$ cat src/hw/rtl/gjyd_pkg.sv
package gjyd_pkg;

   // result status codes
   localparam logic [1:0] STATUS_OK        = 2'd0;
   localparam logic [1:0] STATUS_BAD_YEAR  = 2'd1;
   localparam logic [1:0] STATUS_BAD_MONTH = 2'd2;
   localparam logic [1:0] STATUS_BAD_DAY   = 2'd3;

   // field widths
   localparam int unsigned YEAR_IN_W  = 14;
   localparam int unsigned YEAR_W     = 15;
   localparam int unsigned MONTH_W    = 4;
   localparam int unsigned DAY_W      = 6;
   localparam int unsigned DOY_W      = 9;
   localparam int unsigned DAYNUM_W   = 23;
   localparam int unsigned QUAD_W     = 13;
   localparam int unsigned REM_W      = 11;

   // earliest year accepted after century widening
   localparam logic signed [YEAR_W-1:0] MIN_YEAR = -15'sd4711;

   // offsets of the day-number formula
   localparam logic [YEAR_W-1:0] YEAR_BIAS     = 15'd4800;
   localparam logic [13:0]       CENTURY_BIAS  = 14'd100;
   localparam logic [23:0]       DAYNUM_OFFSET = 24'd30661;
   localparam logic [10:0]       DAYS_PER_QUAD = 11'd1461;
   localparam logic [10:0]       DAYS_PER_YEAR = 11'd365;
   localparam logic [YEAR_W-1:0] JULIAN_EPOCH  = 15'd4716;

   // reciprocal of 100 for 14-bit dividends: q = (x * RECIP_100) >> SHIFT_100
   localparam int unsigned SHIFT_100 = 21;
   localparam logic [14:0] RECIP_100 =
      15'(((64'd1 << SHIFT_100) + 64'd99) / 64'd100);

   // reciprocal of 1461 for 23-bit dividends
   localparam int unsigned SHIFT_1461 = 34;
   localparam logic [23:0] RECIP_1461 =
      24'(((64'd1 << SHIFT_1461) + 64'd1460) / 64'd1461);

   // day-in-year offset from 80*x/2447/11: set once x reaches this threshold
   localparam logic [8:0] MONTH_FIX_T = 9'(((11 * 2447) + 79) / 80 - 30);

   // day number handed from the front half to the back half
   typedef struct packed {
      logic [DAYNUM_W-1:0] dn_m1;
      logic [1:0]          status;
   } gjyd_daynum_type;

   // days in month, common year
   function automatic logic [4:0] gjyd_month_len(input logic [MONTH_W-1:0] month);
      logic [4:0] len;
      unique case (month)
         4'd1, 4'd3, 4'd5, 4'd7, 4'd8, 4'd10, 4'd12: len = 5'd31;
         4'd4, 4'd6, 4'd9, 4'd11:                   len = 5'd30;
         4'd2:                                      len = 5'd28;
         default:                                   len = 5'd0;
      endcase
      return len;
   endfunction

   // month term of the day number, months counted from March
   function automatic logic [8:0] gjyd_month_term(input logic [MONTH_W-1:0] month);
      logic [8:0] term;
      unique case (month)
         4'd3:    term = 9'd30;
         4'd4:    term = 9'd61;
         4'd5:    term = 9'd91;
         4'd6:    term = 9'd122;
         4'd7:    term = 9'd152;
         4'd8:    term = 9'd183;
         4'd9:    term = 9'd214;
         4'd10:   term = 9'd244;
         4'd11:   term = 9'd275;
         4'd12:   term = 9'd305;
         4'd1:    term = 9'd336;
         4'd2:    term = 9'd367;
         default: term = 9'd0;
      endcase
      return term;
   endfunction

endpackage

$ cat src/hw/rtl/gjyd_date_to_daynum.sv
module gjyd_date_to_daynum (
   input  logic                         clock,
   input  logic                         reset,
   input  logic                         century_default_enable,
   input  logic                         in_valid,
   output logic                         in_stall,
   input  logic signed [13:0]           in_greg_year,
   input  logic [3:0]                   in_greg_month,
   input  logic [5:0]                   in_greg_day,
   output logic                         out_valid,
   input  logic                         out_stall,
   output gjyd_pkg::gjyd_daynum_type    out_daynum
);
   import gjyd_pkg::*;

   // stage enables: a stage moves when it is empty or the next one moves
   logic en1, en2, en3;

   // stage 1 registers
   logic                s1_valid_ff;
   logic [13:0]         s1_kp48_ff, s1_kp48_in;
   logic [13:0]         s1_yp48_ff, s1_yp48_in;
   logic [8:0]          s1_mterm_ff;
   logic [4:0]          s1_mlen_ff;
   logic                s1_feb_ff;
   logic [DAY_W-1:0]    s1_day_ff;
   logic [1:0]          s1_status_ff, s1_status_in;

   // stage 2 registers
   logic                s2_valid_ff;
   logic [DAYNUM_W-1:0] s2_a_ff, s2_a_in;
   logic [7:0]          s2_qk_ff, s2_qk_in;
   logic [7:0]          s2_qy_ff, s2_qy_in;
   logic [13:0]         s2_yp48_ff;
   logic [8:0]          s2_mterm_ff;
   logic [4:0]          s2_mlen_ff;
   logic                s2_feb_ff;
   logic [DAY_W-1:0]    s2_day_ff;
   logic [1:0]          s2_status_ff;

   // stage 3 registers
   logic                s3_valid_ff;
   gjyd_daynum_type     s3_daynum_ff, s3_daynum_in;

   logic [YEAR_W-1:0]   year_w;
   logic                jan_feb;
   logic [YEAR_W-1:0]   kp48_w;
   logic [YEAR_W-1:0]   yp48_w;
   logic [24:0]         a_prod;
   logic [13:0]         kp49;
   logic [28:0]         qk_prod;
   logic [28:0]         qy_prod;
   logic [9:0]          c_prod;
   logic [13:0]         r100;
   logic                leap;
   logic [4:0]          mlen_eff;
   logic                bad_day;
   logic [23:0]         dn_sum;

   // handshake chain
   assign en3      = !s3_valid_ff || !out_stall;
   assign en2      = !s2_valid_ff || en3;
   assign en1      = !s1_valid_ff || en2;
   assign in_stall = !en1;

   // stage 0: century widening, range checks, year offsets
   always_comb begin
      year_w = {in_greg_year[13], in_greg_year};
      priority if (century_default_enable && !in_greg_year[13]
                   && in_greg_year[12:0] <= 13'd49) begin
         year_w = year_w + 15'd2000;
      end else if (century_default_enable && !in_greg_year[13]
                   && in_greg_year[12:0] <= 13'd99) begin
         year_w = year_w + 15'd1900;
      end else begin
         year_w = year_w;
      end
      jan_feb = (in_greg_month == 4'd1) || (in_greg_month == 4'd2);
      kp48_w  = year_w + YEAR_BIAS - {14'd0, jan_feb};
      yp48_w  = year_w + YEAR_BIAS;
      s1_kp48_in = kp48_w[13:0];
      s1_yp48_in = yp48_w[13:0];
      priority if ($signed(year_w) < MIN_YEAR) begin
         s1_status_in = STATUS_BAD_YEAR;
      end else if (in_greg_month == 4'd0 || in_greg_month > 4'd12) begin
         s1_status_in = STATUS_BAD_MONTH;
      end else begin
         s1_status_in = STATUS_OK;
      end
   end

   always_ff @(posedge clock) begin
      if (reset) begin
         s1_valid_ff <= 1'b0;
      end else if (en1) begin
         s1_valid_ff <= in_valid;
      end
   end

   always_ff @(posedge clock) begin
      if (en1) begin
         s1_kp48_ff   <= s1_kp48_in;
         s1_yp48_ff   <= s1_yp48_in;
         s1_mterm_ff  <= gjyd_month_term(in_greg_month);
         s1_mlen_ff   <= gjyd_month_len(in_greg_month);
         s1_feb_ff    <= (in_greg_month == 4'd2);
         s1_day_ff    <= in_greg_day;
         s1_status_ff <= s1_status_in;
      end
   end

   // stage 1: year term and the two divisions by 100
   always_comb begin
      a_prod   = 25'(s1_kp48_ff) * 25'(DAYS_PER_QUAD);
      s2_a_in  = a_prod[24:2];
      kp49     = s1_kp48_ff + CENTURY_BIAS;
      qk_prod  = 29'(kp49) * 29'(RECIP_100);
      qy_prod  = 29'(s1_yp48_ff) * 29'(RECIP_100);
      s2_qk_in = qk_prod[28:SHIFT_100];
      s2_qy_in = qy_prod[28:SHIFT_100];
   end

   always_ff @(posedge clock) begin
      if (reset) begin
         s2_valid_ff <= 1'b0;
      end else if (en2) begin
         s2_valid_ff <= s1_valid_ff;
      end
   end

   always_ff @(posedge clock) begin
      if (en2) begin
         s2_a_ff      <= s2_a_in;
         s2_qk_ff     <= s2_qk_in;
         s2_qy_ff     <= s2_qy_in;
         s2_yp48_ff   <= s1_yp48_ff;
         s2_mterm_ff  <= s1_mterm_ff;
         s2_mlen_ff   <= s1_mlen_ff;
         s2_feb_ff    <= s1_feb_ff;
         s2_day_ff    <= s1_day_ff;
         s2_status_ff <= s1_status_ff;
      end
   end

   // stage 2: leap rule, day check, day number sum
   always_comb begin
      c_prod   = 10'(s2_qk_ff) * 10'd3;
      r100     = s2_yp48_ff - 14'(s2_qy_ff) * 14'd100;
      leap     = (s2_yp48_ff[1:0] == 2'd0) && ((r100 != 14'd0) || (s2_qy_ff[1:0] == 2'd0));
      mlen_eff = (s2_feb_ff && leap) ? 5'd29 : s2_mlen_ff;
      bad_day  = (s2_day_ff == 6'd0) || (s2_day_ff > {1'b0, mlen_eff});
      dn_sum   = 24'(s2_a_ff) + 24'(s2_mterm_ff) + 24'(s2_day_ff)
               - 24'(c_prod[9:2]) - DAYNUM_OFFSET;
      s3_daynum_in.dn_m1  = dn_sum[DAYNUM_W-1:0];
      s3_daynum_in.status = (s2_status_ff == STATUS_OK && bad_day) ? STATUS_BAD_DAY
                                                                   : s2_status_ff;
   end

   always_ff @(posedge clock) begin
      if (reset) begin
         s3_valid_ff <= 1'b0;
      end else if (en3) begin
         s3_valid_ff <= s2_valid_ff;
      end
   end

   always_ff @(posedge clock) begin
      if (en3) begin
         s3_daynum_ff <= s3_daynum_in;
      end
   end

   assign out_valid  = s3_valid_ff;
   assign out_daynum = s3_daynum_ff;

`ifndef SYNTH
   // the front half only pushes back when every stage is occupied
   a_stall_only_full: assert property (@(posedge clock) disable iff (reset)
      in_stall |-> (s1_valid_ff && s2_valid_ff && s3_valid_ff))
      else $error("front half stalls with an empty stage");

   // a held day number survives the stall
   a_hold_daynum: assert property (@(posedge clock) disable iff (reset)
      (s3_valid_ff && out_stall) |=> (s3_valid_ff && $stable(s3_daynum_ff)))
      else $error("day number changed while stalled");
`endif

endmodule

$ cat src/hw/rtl/gjyd_daynum_split.sv
module gjyd_daynum_split (
   input  logic                         clock,
   input  logic                         reset,
   input  logic                         in_valid,
   output logic                         in_stall,
   input  gjyd_pkg::gjyd_daynum_type    in_daynum,
   output logic                         out_valid,
   input  logic                         out_stall,
   output logic signed [14:0]           out_julian_year,
   output logic [8:0]                   out_day_of_year,
   output logic [1:0]                   out_status
);
   import gjyd_pkg::*;

   logic en4, en5, en6;

   // stage 4: four-year cycle count
   logic                s4_valid_ff;
   logic [DAYNUM_W-1:0] s4_dn_m1_ff;
   logic [QUAD_W-1:0]   s4_quad_ff, s4_quad_in;
   logic [1:0]          s4_status_ff;

   // stage 5: day within the four-year cycle
   logic                s5_valid_ff;
   logic [QUAD_W-1:0]   s5_quad_ff;
   logic [REM_W-1:0]    s5_rem_ff, s5_rem_in;
   logic [1:0]          s5_status_ff;

   // stage 6: result register
   logic                out_valid_ff;
   logic [YEAR_W-1:0]   year_ff, year_in;
   logic [DOY_W-1:0]    doy_ff, doy_in;
   logic [1:0]          status_ff;

   logic [46:0]         quad_prod;
   logic [23:0]         rem_prod;
   logic [23:0]         rem_w;
   logic [REM_W-1:0]    rm1;
   logic [2:0]          n0;
   logic [1:0]          n;
   logic [REM_W-1:0]    t_w;
   logic [8:0]          t;
   logic                mfix;
   logic [9:0]          nd_w;
   logic [YEAR_W-1:0]   ny_w;

   assign en6      = !out_valid_ff || !out_stall;
   assign en5      = !s5_valid_ff || en6;
   assign en4      = !s4_valid_ff || en5;
   assign in_stall = !en4;

   // stage 3 to 4: divide by 1461 through the reciprocal
   always_comb begin
      quad_prod  = 47'(in_daynum.dn_m1) * 47'(RECIP_1461);
      s4_quad_in = quad_prod[46:SHIFT_1461];
   end

   always_ff @(posedge clock) begin
      if (reset) begin
         s4_valid_ff <= 1'b0;
      end else if (en4) begin
         s4_valid_ff <= in_valid;
      end
   end

   always_ff @(posedge clock) begin
      if (en4) begin
         s4_dn_m1_ff  <= in_daynum.dn_m1;
         s4_quad_ff   <= s4_quad_in;
         s4_status_ff <= in_daynum.status;
      end
   end

   // stage 4 to 5: remainder, 1..1461
   always_comb begin
      rem_prod  = 24'(s4_quad_ff) * 24'(DAYS_PER_QUAD);
      rem_w     = 24'(s4_dn_m1_ff) + 24'd1 - rem_prod;
      s5_rem_in = rem_w[REM_W-1:0];
   end

   always_ff @(posedge clock) begin
      if (reset) begin
         s5_valid_ff <= 1'b0;
      end else if (en5) begin
         s5_valid_ff <= s4_valid_ff;
      end
   end

   always_ff @(posedge clock) begin
      if (en5) begin
         s5_quad_ff   <= s4_quad_ff;
         s5_rem_ff    <= s5_rem_in;
         s5_status_ff <= s4_status_ff;
      end
   end

   // stage 5 to 6: year in cycle, month fix-up, day in year
   always_comb begin
      rm1  = s5_rem_ff - 11'd1;
      n0   = 3'(rm1 >= 11'd365) + 3'(rm1 >= 11'd730)
           + 3'(rm1 >= 11'd1095) + 3'(rm1 >= 11'd1460);
      n    = 2'(n0 - 3'(s5_rem_ff == DAYS_PER_QUAD));
      t_w  = s5_rem_ff - 11'(DAYS_PER_YEAR * 11'(n));
      t    = t_w[8:0];
      mfix = (t >= MONTH_FIX_T);
      nd_w = 10'd59 + 10'(t) - (mfix ? 10'(DAYS_PER_YEAR) : 10'd0)
           + 10'(n == 2'd0 && !mfix);
      ny_w = {s5_quad_ff[QUAD_W-1:0], 2'b00} + 15'(n) + 15'(mfix) - JULIAN_EPOCH;
      if (s5_status_ff == STATUS_BAD_YEAR || s5_status_ff == STATUS_BAD_MONTH) begin
         year_in = '0;
         doy_in  = '0;
      end else begin
         year_in = ny_w;
         doy_in  = nd_w[DOY_W-1:0];
      end
   end

   always_ff @(posedge clock) begin
      if (reset) begin
         out_valid_ff <= 1'b0;
      end else if (en6) begin
         out_valid_ff <= s5_valid_ff;
      end
   end

   always_ff @(posedge clock) begin
      if (en6) begin
         year_ff   <= year_in;
         doy_ff    <= doy_in;
         status_ff <= s5_status_ff;
      end
   end

   assign out_valid       = out_valid_ff;
   assign out_julian_year = $signed(year_ff);
   assign out_day_of_year = doy_ff;
   assign out_status      = status_ff;

`ifndef SYNTH
   // remainder of the reciprocal division always lands in 1..1461, within the four-year cycle
   a_rem_range: assert property (@(posedge clock) disable iff (reset)
      s5_valid_ff |-> (s5_rem_ff >= 11'd1 && s5_rem_ff <= DAYS_PER_QUAD))
      else $error("four-year remainder out of range");

   // rejected dates carry zero fields
   a_reject_zero: assert property (@(posedge clock) disable iff (reset)
      (out_valid_ff && (status_ff == STATUS_BAD_YEAR || status_ff == STATUS_BAD_MONTH))
      |-> (year_ff == '0 && doy_ff == '0))
      else $error("rejected date has nonzero fields");

   // converted dates give a day in 1..366
   a_doy_range: assert property (@(posedge clock) disable iff (reset)
      (out_valid_ff && (status_ff == STATUS_OK || status_ff == STATUS_BAD_DAY))
      |-> (doy_ff >= 9'd1 && doy_ff <= 9'd366))
      else $error("day in year out of range");
`endif

endmodule

$ cat src/hw/rtl/gregorian_to_julian_year_day_unit.sv
// Gregorian date to year and day-in-year of a Julian calendar aligned to the
// 20th/21st century.
//
// Request channel (req_valid / req_stall): one date per transaction, taken at
// an edge with req_valid high and req_stall low. Response channel (rsp_valid /
// rsp_stall): one result per request, in order.
// Control register (csr_valid / csr_ready / csr_wdata): century default
// enable, 1 after reset; csr_ready is always high. Write only while idle.
//
// Pipeline: six register stages. Throughput: one date per cycle while rsp_stall
// is low, set by the six-stage pipeline (day number in three stages, then the
// reciprocal divide by 1461, the remainder and the year split in three more).
// When rsp_stall holds a result, upstream stages keep filling empty slots and
// req_stall rises only once every stage holds a transaction; nothing is lost
// or repeated. Reset empties the pipeline and sets the century default on.
module gregorian_to_julian_year_day_unit (
   input  logic               clock,
   input  logic               reset,
   input  logic               req_valid,
   output logic               req_stall,
   input  logic signed [13:0] req_greg_year,
   input  logic [3:0]         req_greg_month,
   input  logic [5:0]         req_greg_day,
   output logic               rsp_valid,
   input  logic               rsp_stall,
   output logic signed [14:0] rsp_julian_year,
   output logic [8:0]         rsp_day_of_year,
   output logic [1:0]         rsp_status,
   input  logic               csr_valid,
   output logic               csr_ready,
   input  logic               csr_wdata
);
   import gjyd_pkg::*;

   logic            century_en_ff;
   logic            mid_valid;
   logic            mid_stall;
   gjyd_daynum_type mid_daynum;

   // control register
   assign csr_ready = 1'b1;

   always_ff @(posedge clock) begin
      if (reset) begin
         century_en_ff <= 1'b1;
      end else if (csr_valid && csr_ready) begin
         century_en_ff <= csr_wdata;
      end
   end

   // date to day number
   gjyd_date_to_daynum u_front (
      .clock                  (clock),
      .reset                  (reset),
      .century_default_enable (century_en_ff),
      .in_valid               (req_valid),
      .in_stall               (req_stall),
      .in_greg_year           (req_greg_year),
      .in_greg_month          (req_greg_month),
      .in_greg_day            (req_greg_day),
      .out_valid              (mid_valid),
      .out_stall              (mid_stall),
      .out_daynum             (mid_daynum)
   );

   // day number to year and day in year
   gjyd_daynum_split u_back (
      .clock           (clock),
      .reset           (reset),
      .in_valid        (mid_valid),
      .in_stall        (mid_stall),
      .in_daynum       (mid_daynum),
      .out_valid       (rsp_valid),
      .out_stall       (rsp_stall),
      .out_julian_year (rsp_julian_year),
      .out_day_of_year (rsp_day_of_year),
      .out_status      (rsp_status)
   );

endmodule
$ cat config.mk
export PLATFORM = sky130hd
export DESIGN_NAME = gregorian_to_julian_year_day_unit
export DESIGN_NICKNAME = d
export VERILOG_FILES = /design/src/hw/rtl/gjyd_pkg.sv /design/src/hw/rtl/gjyd_date_to_daynum.sv /design/src/hw/rtl/gjyd_daynum_split.sv /design/src/hw/rtl/gregorian_to_julian_year_day_unit.sv
export SDC_FILE = /design/constraint.sdc
export NUM_CORES = 2
export LEC_CHECK = 0
export ABC_AREA = 0
export BUFFER_PORTS_ARGS = -buffer_cell sky130_fd_sc_hd__buf_2
export CAP_MARGIN = 20
export CORE_ASPECT_RATIO = 0.8
export CORE_MARGIN = 8
export CORE_UTILIZATION = 40
export CTS_CLUSTER_DIAMETER = 50
export DETAILED_ROUTE_END_ITERATION = 8
export PLACE_DENSITY = 0.53
export SLEW_MARGIN = 20
export SYNTH_ARGS = -nofsm -noshare
export SYNTH_HDL_FRONTEND = slang
export SYNTH_SLANG_ARGS = --single-unit
export TNS_END_PERCENT = 5
$ cat constraint.sdc
create_clock -name clock -period 8.7 [get_ports clock]
set_input_delay 0.435 -clock clock [delete_from_list [all_inputs] [get_ports clock]]
set_output_delay 0.435 -clock clock [all_outputs]
set_load 0.02 [all_outputs]
-- Yosys cells after proc, flatten, opt, wreduce, memory -nomap -nowiden
Memory sizes are Yosys's and may differ from the RTL's. A register that Yosys moved wholly into a read port is not among the register bits.
Index checks and enable logic that the tools add are counted.
Widths: inputs -> output; s select.
- flip-flop bits (word level): 223
- ROM bits: 224
- input port bits: 30
- output and inout port bits: 29
- word-level logic and storage cells: 121
- memories: 2
- $add $sub $neg: 24
- multiply operators: 8
- $lt $le $gt $ge: 10
- equal/unequal tests: 5
- muxes and demuxes: 5
- reduce and logical (&&, ||, !) cells: 35
- memories (memory ; words ; width ; rd ports ; clocked after memory_dff ; wr ports ; RTL line ; RTL):
    (no name shown) ; 16 ; 9 ; 1 ; 1 ; 0 ; gjyd_pkg.sv:64 ; unique case (month)
    (no name shown) ; 16 ; 5 ; 1 ; 1 ; 0 ; gjyd_pkg.sv:52 ; unique case (month)
- operators by type and width (kind ; count):
    $mul 14x13->27 const B ; 2
    $mul 23x22->45 const B ; 1
    $add 14x12->15 const B ; 2
    $mux 15 ; 2
    $mul 14x11->25 const B ; 1
    $add 23x6->23 ; 1
    $add 23x9->23 ; 1
    $sub 23x15->23 const B ; 1
    $sub 23x8->23 ; 1
    $ge 11x11->1 const B ; 2
    $sub 9x9->9 ; 2
    $add 15x1->15 ; 1
    $add 15x2->15 ; 1
    $lt 15x14->1 const B ; 1
    $sub 15x13->15 const B ; 1
    $add 14x13->14 const B ; 1
    $add 14x7->14 const B ; 1
    $reduce_bool 14->1 ; 1
    $sub 14x1->14 ; 1
    $sub 14x14->14 ; 1
    $le 13x6->1 const B ; 1
    $le 13x7->1 const B ; 1
    $mul 13x11->11 const B ; 1
    $mul 8x5->12 const B ; 1
    29 further kinds ; 58

-- Longest topological paths before layout
- word-level depth: 12
- gate-level depth with buffers: 37
- depth with buffers taken out: 37

-- Hierarchy
A second synthesis with hierarchy kept.
- cell total of the unflattened synthesis: 3053
- area, all modules: 32396.1 µm²
- by module, submodules not included (module ; instances ; cells an instance ; area each (µm²) ; seq. area each (µm²)):
    gjyd_date_to_daynum ; 1 ; 1689 ; 18278.8 ; 4444.3
    gjyd_daynum_split ; 1 ; 1359 ; 14071.0 ; 2402.3
    gregorian_to_julian_year_day_unit ; 1 ; 5 ; 46.3 ; 20.0

-- Worst setup path after synthesis
OpenSTA, ideal clock, no wires.
- path kind: register to register
- start: reg u_back.s5_rem_ff[1]
- end: reg u_back.doy_ff[8], in the netlist u_back.out_day_of_year[8] (data pin)
- setup time: 0.260 ns
- arrival time: 7.310 ns
- required time: 8.440 ns
- setup slack: 1.130 ns
- stages on the path, launching flop included: 37
- buffers on the path: 0
- period minus slack after synthesis: 7.570 ns
- cells stage by stage: edfxtp_1 > inv_1 > ha_1 > inv_1 > nor2_1 > nand3_1 > nor3_1 > xor2_1 > nor2_1 > a31o_2 > ha_1 > inv_1 > fa_1 > ha_1 > xor3_1 > xor2_1 > ha_1 > ha_1 > a21boi_0 > o21a_1 > o21a_1 > o21a_1 > o21ai_0 > nand2b_1 > xnor2_1 > a21oi_1 > inv_1 > fa_1 > ha_1 > a21o_1 > a21o_1 > nand2_1 > and3_1 > nor2b_1 > o21ai_0 > a21oi_1 > mux2_2
- cells in the longest elaborated chain, start to end: 12
- elaborated cells on any way between the ends: 20
- those cells by class: add/sub: 9; mul: 1; order compare: 5; eq/ne: 1; mux: 1; reduce/logical: 3
- ends and longest elaborated chain (what ; RTL line ; RTL):
    from (decl) ; gjyd_daynum_split.sv:26 ; logic [REM_W-1:0] s5_rem_ff, s5_rem_in;
    from (signal assigned) ; gjyd_daynum_split.sv:92 ; s5_rem_ff <= s5_rem_in;
    $sub 11x1->11 ; gjyd_daynum_split.sv:99 ; rm1 = s5_rem_ff - 11'd1;
    $ge 11x9->1 or $ge 11x10->1 (tied branches) ; gjyd_daynum_split.sv:100 ; n0 = 3'(rm1 >= 11'd365) + 3'(rm1 >= 11'd730)
    $add 1x1->2 ; gjyd_daynum_split.sv:100 ;
    $add 2x1->2 (2 in a row) ; gjyd_daynum_split.sv:101 ; + 3'(rm1 >= 11'd1095) + 3'(rm1 >= 11'd1460);
    $sub 2x1->2 ; gjyd_daynum_split.sv:102 ; n = 2'(n0 - 3'(s5_rem_ff == DAYS_PER_QUAD));
    $mul 9x2->9 ; gjyd_daynum_split.sv:103 ; t_w = s5_rem_ff - 11'(DAYS_PER_YEAR * 11'(n));
    $sub 9x9->9 ; gjyd_daynum_split.sv:103 ;
    $ge 9x9->1 ; gjyd_daynum_split.sv:105 ; mfix = (t >= MONTH_FIX_T);
    $mux 9 or $logic_not 1->1 (tied branches) ; gjyd_daynum_split.sv:106, gjyd_daynum_split.sv:107 ;
    $sub 9x9->9 or $logic_and 1x1->1 (tied branches) ; gjyd_daynum_split.sv:106, gjyd_daynum_split.sv:107 ;
    $add 9x1->9 * ; gjyd_daynum_split.sv:107 ; + 10'(n == 2'd0 && !mfix);
    to (signal assigned) ; gjyd_daynum_split.sv:129 ; doy_ff <= doy_in;
    to (decl) ; gjyd_daynum_split.sv:32 ; logic [DOY_W-1:0] doy_ff, doy_in;
Every way passes the cells marked *; elsewhere a longest branch is shown, timed or not.
A chain may end at the register's enable or synchronous reset.

-- Final worst setup path
- start: reg u_back.s5_rem_ff[0]
- end: reg u_back.doy_ff[8], in the netlist u_back.out_day_of_year[8] (data pin)
The elaborated chain is that of the path after synthesis.

==> flow_results.xml <==
<?xml version="1.0" encoding="UTF-8"?>
<metrics>
  <group name="global_route">
    <metric name="grt_start_max_net_pins" unit="">67</metric>
    <metric name="remaining_global_route_overflow" unit="">0</metric>
    <metric name="global_route.usage.total" unit="%">15.7</metric>
    <metric name="wire_length_of_the_first_global_routing_pass" unit="mm">114</metric>
    <metric name="vias_in_the_first_global_route" unit="">21700</metric>
    <metric name="antenna_found_initial" unit="">3</metric>
  </group>
  <group name="final_layout">
    <metric name="final_nets" unit="">4193</metric>
    <metric name="sequential_cell_area" unit="sq um">6870</metric>
    <metric name="area_growth_synth_to_finish" unit="%">8.72</metric>
    <metric name="drive_gt1_share" unit="%">5.40</metric>
    <metric name="area_of_the_multi_input_gates" unit="sq um">22100</metric>
    <metric name="layout.filler_cells" unit="">7618</metric>
  </group>
  <group name="drt">
    <metric name="m1WireLength" unit="mm">33.4</metric>
    <metric name="firstDrtPassIters" unit="">4</metric>
    <metric name="vias_after_detailed_routing" unit="">19900</metric>
    <metric name="detailroute.wirelength.met2" unit="mm">31.8</metric>
    <metric name="first_iter_violations" unit="">867</metric>
    <metric name="via_cell_ratio" unit="">4.79</metric>
    <metric name="ant_nets" unit="">0</metric>
    <metric name="routed-wl-met3" unit="mm">2.81</metric>
    <metric name="wl_per_cell" unit="microns">16.6</metric>
    <metric name="post-route-drc-count" unit="">0</metric>
    <metric name="highest-signal-layer" unit="">met4</metric>
    <metric name="wirelength" unit="mm">69.2</metric>
  </group>
  <group name="yosys">
    <metric name="seq_area_frac_synth" unit="%">21.4</metric>
    <metric name="synthDistinctLibCells" unit="">92</metric>
    <metric name="xor_xnor_cell_area_share_of_the_yosys_netlist" unit="%">4.83</metric>
    <metric name="post_synth_top_area_share" unit="%">26.0</metric>
    <metric name="muxShareOfSynthArea" unit="%">0.136</metric>
    <metric name="synth-compound-area-share" unit="%">6.57</metric>
    <metric name="synth_ff_type" unit="">sky130_fd_sc_hd__edfxtp_1</metric>
    <metric name="synthesis.nets" unit="">4105</metric>
    <metric name="postSynthRegisterBits" unit="">231</metric>
    <metric name="yosys.area.top_type" unit="">sky130_fd_sc_hd__ha_1</metric>
    <metric name="synthArstFlopShare" unit="%">0</metric>
    <metric name="number_of_synthesized_flops_with_an_enable_pin" unit="">224</metric>
    <metric name="synth_top_family_by_area" unit="">adder cells</metric>
    <metric name="ys_top_cells_by_area" unit="">sky130_fd_sc_hd__ha_1 (26%), sky130_fd_sc_hd__fa_1 (26%), sky130_fd_sc_hd__edfxtp_1 (21%), sky130_fd_sc_hd__inv_1 (9.9%), sky130_fd_sc_hd__xnor2_1 (3.3%)</metric>
    <metric name="adder_cell_fraction_of_synth_area" unit="%">51.6</metric>
    <metric name="synth.avg_cell_area" unit="sq um">10.7</metric>
    <metric name="synthesis.area" unit="sq um">32100</metric>
    <metric name="synth-simple-area-share" unit="%">5.43</metric>
    <metric name="yosysWarnings" unit="">0</metric>
    <metric name="syn_inst" unit="">2997</metric>
  </group>
  <group name="die">
    <metric name="die-area" unit="sq um">89700</metric>
    <metric name="dieWidth" unit="microns">333</metric>
    <metric name="design.portCount" unit="">59</metric>
    <metric name="placement_rows" unit="">93</metric>
    <metric name="initial_utilization" unit="%">40.1</metric>
    <metric name="die_y" unit="microns">270</metric>
    <metric name="design.core.area" unit="sq um">80100</metric>
  </group>
  <group name="clocking">
    <metric name="path_clk_slew" unit="ps">60</metric>
    <metric name="tritoncts" unit="">built</metric>
    <metric name="cts.path.max_buffers" unit="">3</metric>
    <metric name="cts.root.buffer_cell" unit="">sky130_fd_sc_hd__clkbuf_16</metric>
    <metric name="h-tree-depth" unit="">2</metric>
    <metric name="cts_setup_buffers" unit="">0</metric>
    <metric name="cts.sinks" unit="">231</metric>
    <metric name="cts-buffers-inserted" unit="">36</metric>
    <metric name="clk_latency" unit="ps">560</metric>
  </group>
  <group name="critical_path">
    <metric name="crit_path_top_delay_cell" unit="">sky130_fd_sc_hd__fa_1</metric>
    <metric name="critical_path_arrival" unit="ps">8280</metric>
    <metric name="critical_path_endpoint_category" unit="">register</metric>
    <metric name="timing.reg2reg.worst_path_depth" unit="">36</metric>
    <metric name="timing.critical_path.fanout_max" unit="">6</metric>
    <metric name="worst_path_most_repeated_cell" unit="">sky130_fd_sc_hd__ha_1</metric>
    <metric name="critPathKind" unit="">register to register</metric>
    <metric name="worst_setup_path_start_kind" unit="">register</metric>
    <metric name="crit_required" unit="ps">9020</metric>
    <metric name="critPathMaxStageDelay" unit="ps">530</metric>
  </group>
  <group name="job">
    <metric name="cap_viol_max_count" unit="">0</metric>
  </group>
  <group name="place">
    <metric name="routabilityCongestion" unit="">0.859</metric>
    <metric name="dp.final_hpwl" unit="mm">59.6</metric>
    <metric name="placement.io_buffers" unit="">57</metric>
  </group>
  <group name="hold_path">
    <metric name="hold_depth" unit="">1</metric>
    <metric name="timing.hold.worst.class" unit="">primary input to register</metric>
  </group>
  <group name="timing">
    <metric name="grt_setup_unrepaired" unit="">false</metric>
    <metric name="relSlewSlack" unit="%">37.4</metric>
    <metric name="final_tns_setup" unit="ps">0</metric>
    <metric name="worst_clock_skew" unit="ps">28.8</metric>
    <metric name="finalSetupViolations" unit="">0</metric>
    <metric name="hold_viol" unit="">0</metric>
    <metric name="period_utilization" unit="%">91.5</metric>
    <metric name="fmaxAchievable" unit="GHz">0.126</metric>
    <metric name="min_period" unit="ps">7960</metric>
    <metric name="worst_pin_slew" unit="ps">938</metric>
    <metric name="slew_violations" unit="">0</metric>
  </group>
  <group name="outcome">
    <metric name="outcome" unit="">finished, final reports clean</metric>
  </group>
</metrics>
[synth_stat cells, types with 7 or more instances]
master / instances
sky130_fd_sc_hd__and3_1: 18
sky130_fd_sc_hd__a21oi_1: 106
sky130_fd_sc_hd__inv_1: 844
sky130_fd_sc_hd__edfxtp_1: 224
sky130_fd_sc_hd__o21a_1: 18
sky130_fd_sc_hd__and2_1: 7
sky130_fd_sc_hd__nor3_1: 29
sky130_fd_sc_hd__dfxtp_1: 7
sky130_fd_sc_hd__nand2b_1: 11
sky130_fd_sc_hd__o21bai_1: 14
sky130_fd_sc_hd__a21o_1: 34
sky130_fd_sc_hd__a31oi_1: 10
sky130_fd_sc_hd__o21ai_0: 48
sky130_fd_sc_hd__xnor2_1: 121
sky130_fd_sc_hd__fa_1: 411
sky130_fd_sc_hd__clkbuf_1: 11
sky130_fd_sc_hd__nand3_1: 31
sky130_fd_sc_hd__nor2_1: 99
sky130_fd_sc_hd__or3_1: 11
sky130_fd_sc_hd__ha_1: 667
sky130_fd_sc_hd__a211oi_1: 13
sky130_fd_sc_hd__nand2_1: 47
sky130_fd_sc_hd__nand4_1: 10
sky130_fd_sc_hd__xor2_1: 49
sky130_fd_sc_hd__nor2b_1: 23
[registers in the layout (all words and copies together), names as in the netlist, 13 cells and up]
register and cells:
u_back.out_julian_year 15, u_front.s2_a_ff 23, u_back.s4_quad_ff 13, u_front.out_daynum 25, u_front.s1_yp48_ff 14, u_front.s2_yp48_ff 14, u_back.s5_quad_ff 13, u_front.s1_kp48_ff 14
[worst max-delay path, delay by kind of cell, from the launching register on]
kind | cells | cell delay [ps]
and+or+nand+nor | 8 | 1020
AOI/OAI and AO/OA | 11 | 1960
DFF | 1 | 460
adders and majority gates | 8 | 2420
buffers and inverters | 4 | 490
xor gates and xnor gates | 4 | 1100
muxes | 1 | 290
[layout make-up]
type / count / share of cell area, %
Antenna cell: 1 / 0.00716
Clock buffer: 41 / 2.63
Clock inverter: 25 / 0.741
Inverter: 845 / 9.08
Multi-Input combinational cell: 1907 / 63.2
Sequential cell: 231 / 19.6
Tap cell: 1045 / 3.74
Timing Repair Buffer: 64 / 0.988
[cells in the final DEF (no fill, tap or decap), types with 36 or more instances in the layout]
| cell | n |
|---|---|
| sky130_fd_sc_hd__fa_1 | 411 |
| sky130_fd_sc_hd__nand2_1 | 44 |
| sky130_fd_sc_hd__inv_1 | 844 |
| sky130_fd_sc_hd__ha_1 | 667 |
| sky130_fd_sc_hd__clkbuf_16 | 36 |
| sky130_fd_sc_hd__o21ai_0 | 48 |
| sky130_fd_sc_hd__xor2_1 | 48 |
| sky130_fd_sc_hd__xnor2_1 | 121 |
| sky130_fd_sc_hd__edfxtp_1 | 224 |
| sky130_fd_sc_hd__nor2_1 | 99 |
| sky130_fd_sc_hd__buf_2 | 57 |
| sky130_fd_sc_hd__a21oi_1 | 105 |
[metrics by stage]
| step | std cells | util [%] | area [sq um] | setup WS (ps) | hold WS, ps |
|---|---|---|---|---|---|
| after global placement | 4091 | 42.1 | 33700 | 700 | 400 |
| after detailed placement | 4091 | 42.1 | 33700 | 560 | 405 |
| final | 4159 | 43.7 | 34900 | 738 | 49.6 |
| after CTS | 4157 | 43.6 | 34900 | 553 | 7.25 |
| after global routing | 4159 | 43.7 | 34900 | 140 | 30.4 |
| after floorplan | 2997 | - | 32100 | 1130 | 400 |
[repair_timing]
item                                    CTS  global route
gates resized for setup                   0             1
endpoints found under the setup margin    0             2
hold buffers                              0             0
[routing by layer]
layer  track usage (%)  up-vias
met3              2.83       67
li1                  -     9894
met5                 0        -
met4              3.38        0
met2              25.7      257
met1              21.8     9718
[worst paths after layout]
check / from / endpoint / slack, ps
max reg2reg: u_back.s5_rem_ff[0]$_DFFE_PP_ / u_back.out_day_of_year[8]$_SDFFCE_PP0P_ / 740
max: u_back.s5_rem_ff[0]$_DFFE_PP_ / u_back.out_day_of_year[8]$_SDFFCE_PP0P_ / 740
min reg2reg: u_front.s1_mterm_ff[0]$_DFFE_PN_ / u_front.s2_mterm_ff[0]$_DFFE_PP_ / 390
min: req_greg_day[1] / u_front.s1_day_ff[1]$_DFFE_PN_ / 50
[kinds of logic after synthesis]
logic type,Yosys count
XOR/XNOR,173
flip-flops,231
AND/OR/NAND/NOR,335
buffers and inverters,859
adder cells (fa/ha/maj),1078
multiplexers,3
AO/OA/AOI/OAI,317
other,1
Power is left out: the tool's default activity adds up to more than one toggle a clock period on the data nets, which glitch-free logic cannot reach.
